==> src/sv/csm_pkg.sv <==
`default_nettype none
// ----------------------------------------------------------------------------
// csm_pkg
// Shared widths, types and constants of the cosine similarity match core.
// ----------------------------------------------------------------------------
package csm_pkg;

    localparam int MAX_LEN    = 512;
    localparam int CNT_W      = $clog2(MAX_LEN + 1);
    localparam int NORM_W     = 31 + $clog2(MAX_LEN);
    localparam int DOT_W      = NORM_W + 1;
    localparam int HALF_W     = (NORM_W + 1) / 2;
    localparam int PROD_W     = 2 * NORM_W;
    localparam int PQ_W       = PROD_W + 16;
    localparam int WIDE_W     = PROD_W + 32;
    localparam int FRAC_SHIFT = 30;
    localparam int QDEPTH     = 4;
    localparam int QPTR_W     = $clog2(QDEPTH);
    localparam int QCNT_W     = $clog2(QDEPTH + 1);

    localparam logic signed [15:0] THR_RESET = 16'sd16384;

    typedef logic signed [15:0] t_elem;

    typedef struct packed {
        logic signed [DOT_W-1:0] dot;
        logic [NORM_W-1:0]       n1;
        logic [NORM_W-1:0]       n2;
        logic                    too_long;
    } t_snap;

    typedef struct packed {
        logic signed [15:0] similarity;
        logic               same_person;
        logic               zero_norm;
        logic               too_long;
    } t_result;

endpackage
`default_nettype wire

==> src/sv/csm_queue.sv <==
`default_nettype none
// ----------------------------------------------------------------------------
// csm_queue
// Short queue of vector snapshots between the accumulator and ratio unit.
// ----------------------------------------------------------------------------
module csm_queue (
    input  wire             i_clk,
    input  wire             i_rst_n,
    input  wire             i_push,
    input  csm_pkg::t_snap  i_data,
    input  wire             i_pop,
    output logic            o_empty,
    output csm_pkg::t_snap  o_data
);
    import csm_pkg::*;

    t_snap               r_mem [QDEPTH];
    logic [QPTR_W-1:0]   r_wr;
    logic [QPTR_W-1:0]   r_rd;
    logic [QCNT_W-1:0]   r_cnt;

    always_ff @(posedge i_clk) begin
        if (!i_rst_n) begin
            r_wr  <= '0;
            r_rd  <= '0;
            r_cnt <= '0;
        end else begin
            if (i_push) r_wr <= r_wr + 1'b1;
            if (i_pop)  r_rd <= r_rd + 1'b1;
            r_cnt <= r_cnt + QCNT_W'(i_push) - QCNT_W'(i_pop);
        end
        if (i_push) r_mem[r_wr] <= i_data;
    end

    assign o_empty = (r_cnt == '0);
    assign o_data  = r_mem[r_rd];

endmodule
`default_nettype wire

==> config.mk <==
export PLATFORM = sky130hd
export DESIGN_NAME = csm_queue
export DESIGN_NICKNAME = d
export VERILOG_FILES = /design/src/sv/csm_pkg.sv /design/src/sv/csm_queue.sv
export SDC_FILE = /design/constraint.sdc
export NUM_CORES = 1
export LEC_CHECK = 0
export BUFFER_PORTS_ARGS = -buffer_cell sky130_fd_sc_hd__clkbuf_2
export CORE_AREA = 5 5 195 197
export DETAILED_ROUTE_END_ITERATION = 8
export DIE_AREA = 0 0 200 202
export PLACE_DENSITY = 0.7
export SYNTH_ARGS = -nofsm -noshare
export SYNTH_HDL_FRONTEND = slang
export SYNTH_SLANG_ARGS = --single-unit
export TNS_END_PERCENT = 50
==> constraint.sdc <==
create_clock -name i_clk -period 4 [get_ports i_clk]
set_clock_uncertainty 0.05 [all_clocks]
set_input_delay 0.2 -clock i_clk [delete_from_list [all_inputs] [get_ports i_clk]]
set_output_delay 0.2 -clock i_clk [all_outputs]
set_load 0.02 [all_outputs]
Word-level counts from Yosys, hierarchy flattened

Memories as Yosys holds them, arrays and structs flattened. A register that Yosys moved wholly into a read port is not among the register bits.
Cells that the tools add are included.

Reductions and logical operators: 1
$add $sub $neg: 4
Mux-type cells: 4

Operators with widths:

| kind                                                          | number |
|---|---|
| 2-bit by 1-bit adder with 2-bit output, second input constant | 2 |
| 2-bit 2-to-1 mux                                              | 2 |
| 3-bit by 1-bit adder with 3-bit output                        | 1 |
| 3-bit zero test                                               | 1 |
| 3-bit by 1-bit subtractor with 3-bit output                   | 1 |
| 1-bit 2-to-1 mux                                              | 2 |

Register bits after elaboration: 7
Output and inout bits: 123
Memory bits (writable): 488
Logic and storage cells: 13
Memories kept: 1
Input port bits: 126

Memory list:

| name  | depth | bits a word | read ports | clocked after memory_dff | write ports | RTL line        | RTL |
|---|---|---|---|---|---|---|---|
| r_mem | 4     | 122         | 1          | 1                        | 1           | csm_queue.sv:17 | `t_snap r_mem [QDEPTH];` |

Logic depth before layout (Yosys ltp)

Word-level depth: 3
Depth in mapped cells: 7
Mapped depth without buffers: 7

Worst setup path before layout

OpenSTA, ideal clock, no wires.

Kind: reg2reg
From: reg r_wr[0]
To: mem r_mem[0][0] (netlist name), enable pin
Arrival time: 3346 ps
Required time: 3455 ps
Path buffers: 0
Period minus slack after synthesis: 3891 ps
Path slack: 109 ps
Cell stages (with the launch flop): 4
Library setup time: 495 ps
Cells stage by stage: dfxtp_1 > inv_1 > ha_1 > and2_1

RTL lines:

| item                     | RTL line        | RTL |
|---|---|---|
| start: declaration       | csm_queue.sv:18 | `logic [QPTR_W-1:0] r_wr;` |
| start signal: assignment | csm_queue.sv:28 | `if (i_push) r_wr <= r_wr + 1'b1;` |
| end: declaration         | csm_queue.sv:17 |  |

No word-level cell before the write port.

==> flow_summary.yaml <==
floorplan:
  core_area_um2: 36080
  dieHeight_um: 202
  dieArea_um2: 40400
  initial_core_util_pct: 50.08
  ios: 249
  rows: 70
  die_w_um: 200
job:
  maxCapViolCount: 0
clocking:
  worstSkewPairLatency_ns: 0.57
  cts_sinks: 497
  clockBufferDepth: 3
  cts.reportedPaths.clkPinSlew_ns: 0.06
  cts_max_level: 2
  cts_tree: "built"
  cts_root_buf: "clkbuf_16"
  cts_made_buffers: 50
synth:
  synthTopCellsByArea: "edfxtp_1, mux4_2, dfxtp_1, buf_8, ha_1"
  synthArstFlopShare_pct: 0
  synth-seq-cells: 497
  synth.top_cell.area_share_pct: 81.09
  ys.flop_type: "edfxtp_1"
  syn_inst: 680
  yosys.area.top_type: "edfxtp_1"
  syn_area_per_cell_um2: 26.58
  synth_seq_area_share_pct: 82.08
  synth_edf_count: 488
  yosysUniqueCellTypes: 20
  synthTopCellsByCount: "edfxtp_1, mux4_2, buf_2, buf_8, dfxtp_1"
  yosysMostFrequentCell: "edfxtp_1"
  syn_area_um2: 18070
  ys_warn_count: 0
  synth_nets: 813
sta:
  timing.final.crit_share_pct: 70.97
  finalHoldViolCount: 0
  drv_slew: 0
  period_needed_ns: 2.839
  tightest_slew_ns: 0.9758
  setup_violations: 0
  fin_tns_setup_ns: 0
  slew_headroom_pct: 34.95
  rsz0062_at_grt: "false"
  max_freq_mhz: 352.3
  timing.hold.ws_ns: 0.3348
global_route:
  grt_max_degree: 74
  gr-total-overflow: 0
  antenna_found_initial: 6
  grt_pass1_vias: 9472
  grt_pass1_wl_um: 54860
  grtUsageTotal_pct: 17.83
power:
  p_switching_mw: 2.717
  power.density_nw_per_um2: 532.7
  internal-power_mw: 9.452
  p_sw_share_pct: 22.33
  sequentialPowerShare_pct: 49.8
  p_clk_share_pct: 39.4
  power.total_mw: 12.17
  p_leak_nw: 7.855
  power_frac_comb_pct: 10.7
  vdd_drop_max_uv: 463.2
setup_path:
  cp-start-kind: "flop"
  cp_max_fo: 52
  critPathKind: "reg2out"
  path_cells: "buf_12 -> mux4_2 -> clkbuf_2"
  arrival_ns: 2.59
  crit_required_ns: 3.75
  cpMaxStageDelayCell: "dfxtp_4"
  r2r_slack_ns: 1.79
  slowest_delay_ns: 0.74
  cp-end-kind: "output port"
detailed_routing:
  wirelength_um: 35590
  vias: 8532
  routedWlPerCell_um: 22.21
  first_pass_iters: 5
  drt_iter0_markers: 431
  ant_nets: 0
  route.detailed.drc: 0
  via_per_inst: 5.326
place:
  dp.final_hpwl_um: 20630
  placed_area_um2: 19860
  place.gp.congestion: 0.7000
  io_buffers: 248
cells_and_area:
  nets: 1222
  design_area_um2: 22840
  layout-drive-gt1-share_pct: 41.50
  syn_to_final_growth_pct: 26.39
status:
  status: "finished, final reports clean"
min_path:
  hp-class: "in2reg"
## sequential cells by signal, indices dropped and copies added, names as in the netlist, named ones only
signal / count
r_wr: 2
r_mem: 488
r_rd: 2
r_cnt: 3
## final cells by class
type,count,area [um2]
Fill cell,2418,13240
Antenna cell,4,10.01
Inverter,7,26.28
Tap cell,468,585.6
Clock inverter,32,344.1
Multi-Input combinational cell,148,2988
Clock buffer,61,1376
Timing Repair Buffer,385,2670
Sequential cell,497,14840
## worst max-delay path, delay by kind of cell (launching register included)
family | cells | cell delay, ns
DFF | 1 | 0.74
buffers and inverters | 2 | 0.64
muxes | 1 | 0.60
## placed cells by master (no fill, tap or decap), types with 5 or more instances in the layout
| master | Yosys | routed |
|---|---|---|
| buf_4 | 1 | 5 |
| clkbuf_16 | 0 | 53 |
| clkbuf_2 | 0 | 248 |
| buf_12 | 0 | 7 |
| clkbuf_1 | 4 | 6 |
| nor2_1 | 5 | 5 |
| edfxtp_1 | 488 | 488 |
| clkinv_1 | 0 | 7 |
| mux4_2 | 122 | 122 |
| inv_1 | 7 | 7 |
| dlygate4sd3_1 | 0 | 125 |
| dfxtp_1 | 9 | 7 |
| ha_1 | 6 | 6 |
| clkinv_2 | 0 | 13 |
| bufinv_16 | 0 | 7 |
## per-layer routing
| metal | GRT usage (%) | routed length (um) | vias to the layer above | part of all wire [%] |
|---|---|---|---|---|
| met4 | 4.682 | 510 | 4 | 1.4 |
| met2 | 29.19 | 17670 | 272 | 50 |
| li1 | - | - | 3763 | - |
| met5 | 0 | 27 | - | 0.076 |
| met3 | 5.434 | 2913 | 39 | 8.2 |
| met1 | 23.60 | 14470 | 4454 | 41 |
## logic make-up (layout without fill, tap and decap cells)
family	after synthesis	in the layout	share of synthesized area, %
adders and majority gates	7	7	0.5262
muxes	123	123	15.26
buffers and inverters	35	485	1.440
xor gates and xnor gates	3	3	0.2285
and+or+nand+nor	13	13	0.3808
other	0	4	0
AOI/OAI and AO/OA	2	2	0.08306
DFF	497	497	82.08
## final timing paths
kind | start | end | cells after the start
setup reg to reg | r_wr[0]$_SDFFE_PN0P_ | r_mem[0][56]$_DFFE_PP_ | 4
hold / removal | i_data[8] | r_mem[3][8]$_DFFE_PP_ | 2
setup / recovery | flop | o_data[67] | 3
hold reg to reg | r_rd[1]$_SDFFE_PN0P_ | flop | 2
## per-stage QoR
stage	util [%]	setup slack, ns	std cells
after floorplan	-	0.1091	680
after global placement	55.04	1.683	1380
after detailed placement	55.04	1.677	1380
after CTS	63.27	1.040	1598
after global routing	63.30	0.9329	1602
final	63.30	1.161	1602
## power groups by stage
| stage | registers (mW) | logic, mW | clock network [mW] |
|---|---|---|---|
| floorplan | 6.16 | 0.805 | 0 |
| global placement | 6.17 | 1.22 | 0 |
| detailed placement | 6.18 | 1.23 | 0 |
| CTS | 6.07 | 1.33 | 4.92 |
| global route | 6.08 | 1.40 | 5.17 |
| finish | 6.06 | 1.31 | 4.80 |
## repair_timing
| item | in CTS | in global routing |
|---|---|---|
| endpoints found under the hold margin | 497 | 0 |
| hold buffers | 125 | 0 |
| gates resized for setup | 0 | 0 |
| setup buffers | 0 | 0 |
Note: power is estimated with default switching activity, not from simulation.
