## config.mk

```make
export PLATFORM = sky130hd
export DESIGN_NAME = csm_front
export DESIGN_NICKNAME = d
export VERILOG_FILES = /design/src/sv/csm_pkg.sv /design/src/sv/csm_front.sv
export SDC_FILE = /design/constraint.sdc
export NUM_CORES = 2
export LEC_CHECK = 0
export BUFFER_PORTS_ARGS = -buffer_cell sky130_fd_sc_hd__buf_2
export CELL_PAD_IN_SITES_DETAIL_PLACEMENT = 0
export CELL_PAD_IN_SITES_GLOBAL_PLACEMENT = 1
export CORE_MARGIN = 1
export CORE_UTILIZATION = 45
export DETAILED_ROUTE_END_ITERATION = 7
export PLACE_DENSITY = 0.82
export SETUP_SLACK_MARGIN = 0.02
export SKIP_CTS_REPAIR_TIMING = 1
export SLEW_MARGIN = 20
export SYNTH_ARGS = -nofsm -noshare
export SYNTH_HDL_FRONTEND = slang
export SYNTH_SLANG_ARGS = --single-unit
export TNS_END_PERCENT = 30
```

## constraint.sdc

```tcl
create_clock -name i_clk -period 9.9 [get_ports i_clk]
set_input_delay 1.485 -clock i_clk [delete_from_list [all_inputs] [get_ports i_clk]]
set_output_delay 1.485 -clock i_clk [all_outputs]
set_load 0.005 [all_outputs]
```

## src/sv/csm_pkg.sv

```systemverilog
`default_nettype none
// ----------------------------------------------------------------------------
// csm_pkg
// Shared widths, types and constants of the cosine similarity match core.
// ----------------------------------------------------------------------------
package csm_pkg;

    localparam int MAX_LEN    = 512;
    localparam int CNT_W      = $clog2(MAX_LEN + 1);
    localparam int NORM_W     = 31 + $clog2(MAX_LEN);
    localparam int DOT_W      = NORM_W + 1;
    localparam int HALF_W     = (NORM_W + 1) / 2;
    localparam int PROD_W     = 2 * NORM_W;
    localparam int PQ_W       = PROD_W + 16;
    localparam int WIDE_W     = PROD_W + 32;
    localparam int FRAC_SHIFT = 30;
    localparam int QDEPTH     = 4;
    localparam int QPTR_W     = $clog2(QDEPTH);
    localparam int QCNT_W     = $clog2(QDEPTH + 1);

    localparam logic signed [15:0] THR_RESET = 16'sd16384;

    typedef logic signed [15:0] t_elem;

    typedef struct packed {
        logic signed [DOT_W-1:0] dot;
        logic [NORM_W-1:0]       n1;
        logic [NORM_W-1:0]       n2;
        logic                    too_long;
    } t_snap;

    typedef struct packed {
        logic signed [15:0] similarity;
        logic               same_person;
        logic               zero_norm;
        logic               too_long;
    } t_result;

endpackage
`default_nettype wire

```

## src/sv/csm_front.sv

```systemverilog
`default_nettype none
// ----------------------------------------------------------------------------
// csm_front
// Accepts element pairs, accumulates dot product and squared norms, hands a
// snapshot of the sums to the snapshot queue on the last pair.
// ----------------------------------------------------------------------------
module csm_front (
    input  wire                  i_clk,
    input  wire                  i_rst_n,
    input  wire                  i_push,
    input  csm_pkg::t_elem       i_first_elem,
    input  csm_pkg::t_elem       i_second_elem,
    input  wire                  i_last_elem,
    input  wire                  i_credit_ret,
    output logic                 o_full,
    output logic                 o_snap_valid,
    output csm_pkg::t_snap       o_snap
);
    import csm_pkg::*;

    localparam logic [CNT_W-1:0]  MAX_CNT  = CNT_W'(MAX_LEN);
    localparam logic [QCNT_W-1:0] QFULL    = QCNT_W'(QDEPTH);

    logic [QCNT_W-1:0]        r_credit;
    logic [CNT_W-1:0]         r_cnt;
    logic                     r_ovf;
    logic                     r_s1_valid;
    logic                     r_s1_last;
    logic                     r_s1_ovf;
    logic signed [31:0]       r_p_ab;
    logic [30:0]              r_p_aa;
    logic [30:0]              r_p_bb;
    logic signed [DOT_W-1:0]  r_dot;
    logic [NORM_W-1:0]        r_n1;
    logic [NORM_W-1:0]        r_n2;
    logic                     r_snap_valid;
    t_snap                    r_snap;

    logic                     accept;
    logic                     drop;
    logic signed [31:0]       p_ab;
    logic signed [31:0]       p_aa;
    logic signed [31:0]       p_bb;
    logic signed [DOT_W-1:0]  sum_dot;
    logic [NORM_W-1:0]        sum_n1;
    logic [NORM_W-1:0]        sum_n2;

    assign o_full   = (r_credit == QFULL);
    assign accept   = i_push & ~o_full;
    assign drop     = (r_cnt == MAX_CNT);
    assign p_ab     = i_first_elem * i_second_elem;
    assign p_aa     = i_first_elem * i_first_elem;
    assign p_bb     = i_second_elem * i_second_elem;
    assign sum_dot  = r_dot + DOT_W'(r_p_ab);
    assign sum_n1   = r_n1 + NORM_W'(r_p_aa);
    assign sum_n2   = r_n2 + NORM_W'(r_p_bb);

    always_ff @(posedge i_clk) begin
        if (!i_rst_n) begin
            r_credit     <= '0;
            r_cnt        <= '0;
            r_ovf        <= 1'b0;
            r_s1_valid   <= 1'b0;
            r_s1_last    <= 1'b0;
            r_dot        <= '0;
            r_n1         <= '0;
            r_n2         <= '0;
            r_snap_valid <= 1'b0;
        end else begin
            r_credit <= r_credit + QCNT_W'(accept & i_last_elem) - QCNT_W'(i_credit_ret);
            r_s1_valid <= accept;
            r_s1_last  <= accept & i_last_elem;
            if (accept) begin
                if (i_last_elem) begin
                    r_cnt <= '0;
                    r_ovf <= 1'b0;
                end else if (!drop) begin
                    r_cnt <= r_cnt + 1'b1;
                end else begin
                    r_ovf <= 1'b1;
                end
            end
            r_snap_valid <= r_s1_valid & r_s1_last;
            if (r_s1_valid) begin
                if (r_s1_last) begin
                    r_dot <= '0;
                    r_n1  <= '0;
                    r_n2  <= '0;
                end else begin
                    r_dot <= sum_dot;
                    r_n1  <= sum_n1;
                    r_n2  <= sum_n2;
                end
            end
        end
        r_s1_ovf <= r_ovf | drop;
        r_p_ab   <= drop ? 32'sd0 : p_ab;
        r_p_aa   <= drop ? 31'd0 : p_aa[30:0];
        r_p_bb   <= drop ? 31'd0 : p_bb[30:0];
        if (r_s1_valid && r_s1_last) begin
            r_snap.dot      <= sum_dot;
            r_snap.n1       <= sum_n1;
            r_snap.n2       <= sum_n2;
            r_snap.too_long <= r_s1_ovf;
        end
    end

    assign o_snap_valid = r_snap_valid;
    assign o_snap       = r_snap;

endmodule
`default_nettype wire

```

**Word-level counts from Yosys, hierarchy flattened**

Index checks and enable logic that the tools add are counted.

- Logic and storage cells: 46
- Register bits: 355
- Input port bits: 37

- Bitwise operators: 6
- Muxes and demuxes: 7
- Add/subtract/negate cells: 6
- Reductions and logical operators: 4
- Equality and inequality tests: 3
- $mul: 3

Operator list:

| cell | number |
|---|---|
| 40-bit by 31-bit adder with 40-bit output | 2 |
| 40-bit two-way mux | 2 |
| 16-bit by 16-bit multiplier with 31-bit output | 2 |
| 41-bit by 32-bit adder with 41-bit output | 1 |
| 41-bit two-way mux | 1 |
| 16-bit by 16-bit multiplier with 32-bit output | 1 |
| 10-bit two-way mux | 2 |
| 10-bit by 1-bit adder with 10-bit output, second input constant | 1 |
| 10-bit == test, second input constant | 1 |
| 1-bit bitwise AND | 4 |
| 2-bit AND reduction | 2 |
| 3-bit by 1-bit adder with 3-bit output | 1 |
| 3-bit == test, second input constant | 1 |
| 3-bit by 1-bit subtractor with 3-bit output | 1 |
| 1-bit two-way mux | 2 |
| 2-bit != test, second input constant | 1 |
| 2-bit nonzero test | 1 |
| 1-bit logical AND | 1 |
| 1-bit inverter | 1 |
| 1-bit bitwise OR | 1 |

**Depth between registers and ports, before layout**

- Word-level depth: 6
- Mapped depth: 27
- Gate-level depth less buffers: 25

**Least setup slack after synthesis**

No wires, ideal clock.

- Path type: input port to flip-flop
- Start: input port i_first_elem[15]
- End: register r_p_ab[26]
- Setup slack: 2.287 ns
- Stages: 23
- Data arrival time: 7.495 ns
- Library setup time: 0.118 ns
- Path buffers: 2
- Cell sequence: clkbuf_1 -> buf_1 -> nand2_1 -> inv_1 -> fa_1 -> fa_1 -> fa_1 -> fa_1 -> fa_1 -> inv_1 -> fa_1 -> inv_1 -> ha_1 -> a21o_1 -> a21o_1 -> a21o_1 -> a21o_1 -> a21o_1 -> a311o_1 -> o21ai_0 -> nor2_1 -> a2111o_1 -> o2111a_1

- Cells in the longest elaborated chain, start to end: 1

RTL lines:

| what | RTL line | RTL |
|---|---|---|
| start: declaration | csm_front.sv:11 | `input csm_pkg::t_elem i_first_elem,` |
| 16-bit by 16-bit multiplier with 32-bit output | csm_front.sv:51 | `assign p_ab = i_first_elem * i_second_elem;` |
| end signal: assignment | csm_front.sv:97 | `r_p_ab <= drop ? 32'sd0 : p_ab;` |
| end: declaration | csm_front.sv:30 | `logic signed [31:0] r_p_ab;` |

No other way between the ends.
A chain may end at the register's enable or synchronous reset.

**Final worst setup path**

- Start: input port i_first_elem[3]
- End: register r_p_ab[26]

Same word-level chain as after synthesis.

==> out/qor.json <==
{
  "grt_util_met2": {"value": 37.31, "unit": "%"},
  "routabilityCongestion": {"value": 0.9114},
  "die_height": {"value": 312.9, "unit": "um"},
  "fmax": {"value": 0.1244, "unit": "GHz"},
  "postLayoutCoreUtil": {"value": 49.21, "unit": "%"},
  "die_area": {"value": 97880, "unit": "um^2"},
  "antenna_violating_nets_post_route": {"value": 0},
  "drt_iter0_drc": {"value": 2017},
  "cp_data_arrival_time": {"value": 8.52, "unit": "ns"},
  "setup.worst_path.end_class": {"value": "flip-flop"},
  "grt_use_met3": {"value": 3.527, "unit": "%"},
  "num-nets-final": {"value": 5749},
  "async_flop_share": {"value": 0, "unit": "%"},
  "num_io_pins": {"value": 161},
  "final_min_period_over_clock_period": {"value": 81.21, "unit": "%"},
  "sequential_cell_area_fraction_in_the_yosys_report": {"value": 19.06, "unit": "%"},
  "grt_met1_use": {"value": 29.83, "unit": "%"},
  "yosys.area.top_type": {"value": "sky130_fd_sc_hd__fa_1"},
  "hold_ws": {"value": 0.4383, "unit": "ns"},
  "ctsLongestPathBuffers": {"value": 3},
  "wire_per_inst": {"value": 17.72, "unit": "um"},
  "timing.setup.critical_path_class": {"value": "primary input to flip-flop"},
  "grt_pass1_wl": {"value": 171.7, "unit": "mm"},
  "crit_path_start_kind": {"value": "primary input"},
  "syn2layout_area_growth": {"value": 7.841, "unit": "%"},
  "die-width": {"value": 312.9, "unit": "um"},
  "total_overflow_reported_by_the_global_router": {"value": 0},
  "cap_viol_max_count": {"value": 0},
  "synth_edf_count": {"value": 122},
  "netlist.area_leader.share": {"value": 33.38, "unit": "%"},
  "yosysMostFrequentCell": {"value": "sky130_fd_sc_hd__inv_1"},
  "relSlewSlack": {"value": 31.94, "unit": "%"},
  "ys_top_cells_by_area": {"value": "sky130_fd_sc_hd__fa_1 33%, sky130_fd_sc_hd__dfxtp_1 11%, sky130_fd_sc_hd__ha_1 10%"},
  "worst_path_most_repeated_cell": {"value": "sky130_fd_sc_hd__fa_1"},
  "cts_tree": {"value": "built"},
  "setup-tns-final": {"value": 0, "unit": "ns"},
  "grt_max_degree": {"value": 73},
  "crit_chain": {"value": "buf_2, clkinv_1, nor2_1, fa_1, fa_1, fa_1, fa_1, fa_1, inv_1, fa_1, inv_1, ha_1, a21o_1, a21o_1, a21o_1, a21o_1, a21o_1, o21ai_0, nor2_1, a2111o_1, o2111a_1"},
  "dp_hpwl": {"value": 81.39, "unit": "mm"},
  "synth-seq-cells": {"value": 353},
  "cts_buffers": {"value": 41},
  "via_count": {"value": 31050},
  "synthesis.area": {"value": 43490, "unit": "um^2"},
  "post_dr_vias_cell": {"value": 5.237},
  "timing_hold_violations_final": {"value": 0},
  "syn_avg_cell_area": {"value": 9.522, "unit": "um^2"},
  "vias_in_the_first_global_route": {"value": 32410},
  "busiest_layer": {"value": "met2"},
  "clkTransAtPathRegs": {"value": 0.07, "unit": "ns"},
  "clkLatencyLatePin": {"value": 0.60, "unit": "ns"},
  "yosys_warnings": {"value": 0},
  "global_route.usage.total": {"value": 22.12, "unit": "%"},
  "critical_path_required": {"value": 10.38, "unit": "ns"},
  "cp_slowest_cell": {"value": "sky130_fd_sc_hd__o21ai_0"},
  "slowest_delay": {"value": 0.78, "unit": "ns"},
  "drive_gt1_share": {"value": 6.325, "unit": "%"},
  "synthCells": {"value": 4567},
  "detail_route.first_pass.iterations": {"value": 5},
  "hold_path.class": {"value": "flip-flop to flip-flop"},
  "drcViolationCount": {"value": 0},
  "time_the_final_worst_path_needs_with_i_o_delays_and_setup": {"value": 8.040, "unit": "ns"},
  "final-setup-viol-count": {"value": 0},
  "clkSinkCount": {"value": 353},
  "drv_slew": {"value": 0},
  "grt_antenna_before_repair": {"value": 13},
  "h-tree-depth": {"value": 2},
  "cpLargestDelayFamily": {"value": "adder cells"},
  "rsz_0062_raised_after_global_routing": {"value": "false"},
  "floorplan.initialDensity": {"value": 45.63, "unit": "%"},
  "root_buffer_master": {"value": "sky130_fd_sc_hd__clkbuf_16"},
  "pin_slew_with_the_least_headroom_to_its_limit": {"value": 1.021, "unit": "ns"},
  "core.rowCount": {"value": 113},
  "core_region_area": {"value": 95290, "unit": "um^2"},
  "detailed_route_wl": {"value": 105.1, "unit": "mm"},
  "run_status": {"value": "finished, final reports clean"},
  "critPathMaxFanout": {"value": 26},
  "final.setup_skew": {"value": 0.03184, "unit": "ns"},
  "yosys.cell_types.count": {"value": 85},
  "place.port_buffers": {"value": 160},
  "worstPathBufferInverterCount": {"value": 4},
  "postSynthNetCount": {"value": 5685},
  "synth-main-ff-cell": {"value": "sky130_fd_sc_hd__dfxtp_1"},
  "synth.cells.most_frequent": {"value": "943 x sky130_fd_sc_hd__inv_1, 725 x sky130_fd_sc_hd__fa_1, 374 x sky130_fd_sc_hd__nand2_1, 356 x sky130_fd_sc_hd__ha_1, 241 x sky130_fd_sc_hd__nor2_1"}
}
-- placed cells by master, fill, tap and decap left out, types with 37 or more instances in the layout --
cell                          n
sky130_fd_sc_hd__fa_1       725
sky130_fd_sc_hd__xnor2_1    147
sky130_fd_sc_hd__inv_1      943
sky130_fd_sc_hd__nor2b_1     96
sky130_fd_sc_hd__buf_2      160
sky130_fd_sc_hd__xor2_1      79
sky130_fd_sc_hd__nor2_1     240
sky130_fd_sc_hd__a22oi_1     60
sky130_fd_sc_hd__o21ai_0     85
sky130_fd_sc_hd__a21oi_1    154
sky130_fd_sc_hd__and2_1     207
sky130_fd_sc_hd__a21o_1      96
sky130_fd_sc_hd__nand2_1    374
sky130_fd_sc_hd__edfxtp_1   122
sky130_fd_sc_hd__ha_1       356
sky130_fd_sc_hd__clkbuf_16   41
sky130_fd_sc_hd__nand3_1     50
sky130_fd_sc_hd__dfxtp_1    231
sky130_fd_sc_hd__a22o_1      37
sky130_fd_sc_hd__nand2b_1    39
-- routing by layer --
layer  up-vias  routed length [um]
met5         -                  80
met4        14                2289
met3       146                6308
met2       759               50210
met1     15640               46180
li1      14500                   -
-- registers in the layout, indices dropped and copies added (netlist names), 3 cells and up --
name / cells
o_snap: 122
r_credit: 3
r_n2: 40
r_dot: 41
r_cnt: 10
r_p_bb: 30
r_n1: 40
r_p_aa: 30
r_p_ab: 32
-- logic make-up after synthesis --
group	share of synthesized area [%]
simple gates	12.98
mux	0.1669
xor+xnor	4.552
compound gates	10.01
buf+inv	9.610
flops	19.06
fa+ha+maj	43.62
-- cell type report --
type	count	area, um^2
clock inverter	28	345.3
multi-input combinational	3101	31040
timing repair buffer	184	1001
fill	8989	48400
sequential	353	8288
tap	1265	1583
inverter	950	3566
antenna	1	2.502
clock buffer	48	1072
-- worst paths after layout --
path                            slack (ns)  cells after the start            start    endpoint
worst max-delay path                  1.86                     21  i_first_elem[3]  r_p_ab[26]
worst min-delay path                  0.44                      0         r_s1_ovf   o_snap[0]
worst max register to register        6.17                     12          r_n2[0]  o_snap[33]
worst min register to register        0.44                      0         r_s1_ovf   o_snap[0]
-- metrics by stage --
step	std cells	setup WS, ns	area (um^2)
floorplan	4567	2.287	43490
global placement	5852	1.552	45450
detailed placement	5852	1.359	45450
CTS	5928	1.997	46860
global route	5930	1.497	46900
finish	5930	1.860	46900
Power is left out: the tool's default activity adds up to more than one toggle a clock period on the data nets, which glitch-free logic cannot reach.
